## src/rtl/qvr_pkg.sv

```systemverilog
// Shared types and constants for the quaternion vector rotation pipeline.
// Depends on nothing; every other file in rtl/ refers to it by scoped names.
`default_nettype none

package qvr_pkg;

   localparam int QUAT_WIDTH = 16;
   localparam int VEC_WIDTH  = 16;

   // Fraction bits of quaternion products and matrix elements (2*(QUAT_WIDTH-1)).
   localparam int MAT_FRAC   = 2 * (QUAT_WIDTH - 1);

   localparam int PROD_WIDTH = 2 * QUAT_WIDTH;          // q_a * q_b, exact
   localparam int ELEM_WIDTH = PROD_WIDTH + 2;          // 2*(p +/- r), 2*(half - a - b)
   localparam int TERM_WIDTH = ELEM_WIDTH + VEC_WIDTH;  // element * vector component
   localparam int SUM_WIDTH  = TERM_WIDTH + 2;          // three terms plus rounding half
   localparam int QUO_WIDTH  = SUM_WIDTH - MAT_FRAC;    // integer part of the sum

   localparam logic signed [ELEM_WIDTH-1:0] ELEM_HALF = ELEM_WIDTH'(1) << (MAT_FRAC - 1);
   localparam logic signed [SUM_WIDTH-1:0]  SUM_HALF  = SUM_WIDTH'(1) << (MAT_FRAC - 1);

   localparam logic signed [QUO_WIDTH-1:0] OUT_MAX = QUO_WIDTH'((1 << (VEC_WIDTH - 1)) - 1);
   localparam logic signed [QUO_WIDTH-1:0] OUT_MIN = -OUT_MAX - QUO_WIDTH'(1);

   // Direction opcodes
   localparam logic DIR_BODY_TO_EARTH = 1'b0;
   localparam logic DIR_EARTH_TO_BODY = 1'b1;

   typedef logic signed [ELEM_WIDTH-1:0] elem_type;
   typedef logic signed [PROD_WIDTH-1:0] prod_type;
   typedef logic signed [VEC_WIDTH-1:0]  vec_comp_type;

   typedef logic [2:0][ELEM_WIDTH-1:0] elem_row_type;
   typedef logic [2:0][VEC_WIDTH-1:0]  vec_row_type;

   typedef struct packed {
      logic                          direction;
      logic signed [QUAT_WIDTH-1:0]  quat_w;
      logic signed [QUAT_WIDTH-1:0]  quat_x;
      logic signed [QUAT_WIDTH-1:0]  quat_y;
      logic signed [QUAT_WIDTH-1:0]  quat_z;
      logic signed [VEC_WIDTH-1:0]   vec_x;
      logic signed [VEC_WIDTH-1:0]   vec_y;
      logic signed [VEC_WIDTH-1:0]   vec_z;
   } req_payload_type;

   typedef struct packed {
      logic signed [VEC_WIDTH-1:0]   out_x;
      logic signed [VEC_WIDTH-1:0]   out_y;
      logic signed [VEC_WIDTH-1:0]   out_z;
      logic                          saturated;
   } rsp_payload_type;

   // Load enables for the three stages inside each row unit
   typedef struct packed {
      logic term_load;
      logic sum_load;
      logic out_load;
   } row_ctrl_type;

endpackage

`default_nettype wire

```

## src/rtl/qvr_row.sv

```systemverilog
// One output component: element*vector products, sum with rounding, shift and clip.
// Depends on qvr_pkg; loads are driven by the pipeline control in the top level.
`default_nettype none

module qvr_row (
   input  wire logic                  clock,
   input  wire qvr_pkg::row_ctrl_type ctrl,
   input  wire qvr_pkg::elem_row_type elem,
   input  wire qvr_pkg::vec_row_type  vec,
   output logic signed [qvr_pkg::VEC_WIDTH-1:0] out_value,
   output logic                                 out_sat
);

   logic signed [qvr_pkg::TERM_WIDTH-1:0] term_ff [3];
   logic signed [qvr_pkg::TERM_WIDTH-1:0] term_in [3];
   logic signed [qvr_pkg::SUM_WIDTH-1:0]  sum_ff;
   logic signed [qvr_pkg::SUM_WIDTH-1:0]  sum_in;
   logic signed [qvr_pkg::QUO_WIDTH-1:0]  quo;
   logic signed [qvr_pkg::VEC_WIDTH-1:0]  out_ff;
   logic signed [qvr_pkg::VEC_WIDTH-1:0]  out_in;
   logic                                  sat_ff;
   logic                                  sat_in;

   always_comb begin
      for (int c = 0; c < 3; c++) begin
         term_in[c] = qvr_pkg::TERM_WIDTH'($signed(elem[c])) *
                      qvr_pkg::TERM_WIDTH'($signed(vec[c]));
      end
   end

   // Fold the rounding half in with the sum so the final stage is a plain floor shift
   assign sum_in = qvr_pkg::SUM_WIDTH'(term_ff[0]) + qvr_pkg::SUM_WIDTH'(term_ff[1]) +
                   qvr_pkg::SUM_WIDTH'(term_ff[2]) + qvr_pkg::SUM_HALF;

   assign quo = sum_ff[qvr_pkg::SUM_WIDTH-1:qvr_pkg::MAT_FRAC];

   always_comb begin
      if (quo > qvr_pkg::OUT_MAX) begin
         out_in = qvr_pkg::VEC_WIDTH'(qvr_pkg::OUT_MAX);
         sat_in = 1'b1;
      end else if (quo < qvr_pkg::OUT_MIN) begin
         out_in = qvr_pkg::VEC_WIDTH'(qvr_pkg::OUT_MIN);
         sat_in = 1'b1;
      end else begin
         out_in = quo[qvr_pkg::VEC_WIDTH-1:0];
         sat_in = 1'b0;
      end
   end

   always_ff @(posedge clock) begin
      if (ctrl.term_load) begin
         term_ff <= term_in;
      end
      if (ctrl.sum_load) begin
         sum_ff <= sum_in;
      end
      if (ctrl.out_load) begin
         out_ff <= out_in;
         sat_ff <= sat_in;
      end
   end

   assign out_value = out_ff;
   assign out_sat   = sat_ff;

endmodule

`default_nettype wire

```

## config.mk

```make
export PLATFORM = sky130hd
export DESIGN_NAME = qvr_row
export DESIGN_NICKNAME = d
export VERILOG_FILES = /design/src/rtl/qvr_pkg.sv /design/src/rtl/qvr_row.sv
export SDC_FILE = /design/constraint.sdc
export NUM_CORES = 2
export LEC_CHECK = 0
export BUFFER_PORTS_ARGS = -buffer_cell sky130_fd_sc_hd__buf_2
export CAP_MARGIN = 20
export CORE_MARGIN = 2
export CORE_UTILIZATION = 49
export CTS_BUF_LIST = sky130_fd_sc_hd__clkbuf_4 sky130_fd_sc_hd__clkbuf_8 sky130_fd_sc_hd__clkbuf_16
export DETAILED_ROUTE_END_ITERATION = 6
export GPL_ROUTABILITY_DRIVEN = 0
export PLACE_DENSITY_LB_ADDON = 0.25
export SYNTH_ARGS = -nofsm -noshare
export SYNTH_HDL_FRONTEND = slang
export SYNTH_SLANG_ARGS = --single-unit
```

## constraint.sdc

```tcl
create_clock -name clock -period 11.25 [get_ports clock]
set_clock_uncertainty 0.2 [all_clocks]
set_input_delay 2.25 -clock clock [delete_from_list [all_inputs] [get_ports clock]]
set_output_delay 2.25 -clock clock [all_outputs]
set_load 0.03 [all_outputs]
```

==> impl_summary.log <==
INFO  metric outcome = finished clean
INFO  metric layout-drive-gt1-share = 3.286%
INFO  metric critical_path_required = 11.28 ns
INFO  metric dp.final_hpwl = 132.6 mm
INFO  metric hold-path-cell-count = 1
INFO  metric first_iter_violations = 2418
INFO  metric number_of_buffers_on_the_longest_clock_path = 2
INFO  metric nNetsFinal = about 9100
INFO  metric numCtsBuffers = 17
INFO  metric die_width = roughly 370 um
INFO  metric cts_resized = 0
INFO  metric timing.fmax = 107.2 MHz
INFO  metric synthesized_instance_count = slightly below 7000
INFO  metric synth.yosys.seq_area_share = 8.697%
INFO  metric layout.area.seq = approximately 5700 sq um
INFO  metric final_routed_wirelength = 162.8 mm
INFO  metric row_count = about 130
INFO  metric drt_pre_antenna_iters = 5
INFO  metric synth_top_area_cell = sky130_fd_sc_hd__fa_1
INFO  metric synth_edf_count = 189
INFO  metric grt-ovfl-total = 0
INFO  metric final_antenna_net_count = 0
INFO  metric routedWlPerCell = 18.85 um
INFO  metric critical_path.slowest_cell = sky130_fd_sc_hd__inv_1
INFO  metric finalHoldViolCount = 0
INFO  metric worst-setup-path-type = input port to flip-flop
INFO  metric timing.slew.headroom = 32.62%
INFO  metric synth-seq-cells = approximately 190
INFO  metric grt_antenna_before_repair = 8
INFO  metric hold_path_endpoint = out_value[8]
INFO  metric grt_pass1_vias = 50070
INFO  metric chip_height = 368.9 um
INFO  metric clkTransAtPathRegs = 0.08 ns
INFO  metric post_synth_main_area_contributors = sky130_fd_sc_hd__fa_1, sky130_fd_sc_hd__inv_1, sky130_fd_sc_hd__edfxtp_1
INFO  metric max_cap_violations = 0
INFO  metric multi_input_comb_area = around 52000 sq um
INFO  metric yosys_warnings = 0
INFO  metric timing.reg2reg.worst_path_depth = 13
INFO  metric grt_use_total = 25.17%
INFO  metric timing.final.crit_period = 9.325 ns
INFO  metric timing_worst_slew_pin_value = roughly 1.0 ns
INFO  metric clock_sinks = about 190
INFO  metric mappedNetlistArea = 65260 sq um
INFO  metric worst_ep_arrival_time = 9.36 ns
INFO  metric r2r_setup_slack = 6.79 ns
INFO  metric final_max_slew_viol_count = 0
INFO  metric fin_crit_sh = 82.89%
INFO  metric clock_insertion_delay_worst_skew = 0.45 ns
INFO  metric ys_async_sr_fraction = 0%
INFO  metric cts_htree_levels = 4
INFO  metric global_route_wire_length_before_repair = 269.7 mm
INFO  metric worstReg2RegStart = term_ff[110]
INFO  metric hold-worst-slack = 0.3464 ns
INFO  metric syn_to_final_growth = 4.021%
INFO  metric tritoncts = done
INFO  metric crit_top_cell = sky130_fd_sc_hd__fa_1
INFO  metric critical_path.max_stage_delay = 0.72 ns
INFO  metric timing.hold.worst.class = flip-flop to flip-flop
INFO  metric predominant_post_synthesis_flop_cell = sky130_fd_sc_hd__edfxtp_1
INFO  metric final.setup.tns = 0 ns
INFO  metric cts.root.buffer_cell = sky130_fd_sc_hd__clkbuf_16
INFO  metric placement.io_buffers = 170
INFO  metric setup-violations-final = 0
INFO  metric timing.critical_path.cells = buf_2 -> inv_1 -> buf_4 -> nor2_1 -> fa_1 -> fa_1 -> fa_1 -> fa_1 -> fa_1 -> inv_1 -> fa_1 -> inv_1 -> ha_1 -> a21o_1 -> a21oi_1 -> o22ai_1 -> o41ai_1 -> o21ai_0 -> or3b_2 -> a31o_2 -> a21oi_1 -> xnor2_1
INFO  metric average_cell_area_after_synthesis = approximately 9.4 sq um
INFO  metric placeableCoreArea = 131800 sq um
INFO  metric postCtsSetupBuffers = 0
INFO  metric most-common-layout-cells = sky130_fd_sc_hd__inv_1, sky130_fd_sc_hd__fa_1, sky130_fd_sc_hd__nand2_1
INFO  metric worst_r2r_endpoint = sum_ff[50]
INFO  metric initial_utilization = 49.51%
INFO  metric numPlacedInstances = approximately 8600
INFO  metric ios = around 170
INFO  metric fillCellCount = 12220
INFO  metric synth.lib_cells_used.distinct = 66
INFO  metric worst-path-max-fanout = 19
INFO  metric worst_setup_path_start_kind = input port
INFO  metric vias = between 40000 and 50000
INFO  metric cp-end-kind = flip-flop
INFO  metric detail_route.drc_violations = 0
INFO  metric hold_buffers = 0
INFO  metric most_common_cell_after_layout_fill_and_taps_aside = sky130_fd_sc_hd__inv_1
INFO  metric synth_top_area_share = between 40% and 50%
INFO  metric worst_hold_startpoint = sum_ff[38]
INFO  metric dpl_cell_area = 67290 sq um
INFO  metric postSynthNetCount = 9156
INFO  metric largest_net_degree_at_the_start_of_global_routing = 79
INFO  metric rsz0062_at_grt = no
INFO  metric instances_no_fill = 8635
INFO  metric total_non_filler_cell_area_in_the_finished_layout = roughly 68000 sq um
INFO  metric die_area = 136100 sq um
INFO  metric routed_via_density = 5.282
Yosys cell counts (all sizes together) (24+ instances only):
| cell type | number |
|---|---|
| xnor2 | 128 |
| o21bai | 24 |
| o21ai | 91 |
| nand2b | 30 |
| nand2 | 971 |
| xor2 | 47 |
| a21o | 95 |
| inv | 1767 |
| ha | 452 |
| fa | 1591 |
| nor2 | 177 |
| a21oi | 154 |
| nand3 | 34 |
| o21a | 45 |
| clkbuf | 291 |
| edfxtp | 189 |
| nand4 | 37 |
| and2 | 650 |
critical path: cells and delay by family:
family,cells,cell delay (ns)
adder cells (fa/ha/maj),7,3.27
XOR/XNOR,1,0.23
buffers and inverters,5,1.35
AO/OA/AOI/OAI,7,1.61
AND/OR/NAND/NOR,2,0.61
stage by stage:
step | utilization (%) | setup slack (ns)
after detailed placement | 51.05 | 1.454
after global placement | 51.05 | 1.506
after CTS | 51.50 | 1.925
final | 51.51 | 1.925
after global routing | 51.51 | 1.585
after floorplan | - | 2.567
metal layers:
| metal | track usage (%) | share of wire [%] | vias up |
|---|---|---|---|
| met3 | 2.834 | 5.2 | 278 |
| met2 | 44.01 | 51 | 1208 |
| met4 | 6.601 | 2.8 | 8 |
| met1 | 33.27 | 41 | 23900 |
| met5 | 0 | 0.034 | - |
| li1 | - | - | 20210 |
cells by family after synthesis:
logic type	share of synthesized area, %
AO/OA/AOI/OAI	5.257
buffers and inverters	11.85
adder cells (fa/ha/maj)	57.47
flip-flops	8.697
AND/OR/NAND/NOR	14.38
XOR/XNOR	2.349
worst max path at each step:
stage	startpoint	endpoint	slack [ns]	cells past startpoint
after floorplan	vec[23]	term_ff[99]	2.57	24
after global placement	vec[31]	term_ff[99]	1.51	22
after detailed placement	vec[31]	term_ff[99]	1.45	22
after CTS	vec[31]	term_ff[99]	1.93	22
after global routing	vec[47]	term_ff[49]	1.59	22
final	vec[31]	term_ff[99]	1.93	22
state kept, by name, indices dropped and copies added (netlist names):
register / cells
term_ff: 150
out_sat: 1
out_value: 16
sum_ff: 22
final cells by class:
cell class,count,share of cell area [%]
multi-input combinational,4710,76.39
inverter,1768,9.776
sequential,189,8.361
tap,1755,3.235
timing repair buffer,179,1.362
clock buffer,18,0.6377
clock inverter,14,0.2322
antenna,2,0.007373
Power is not shown: default switching activity piles up to over one toggle a cycle in this logic, so the estimate is an artifact.
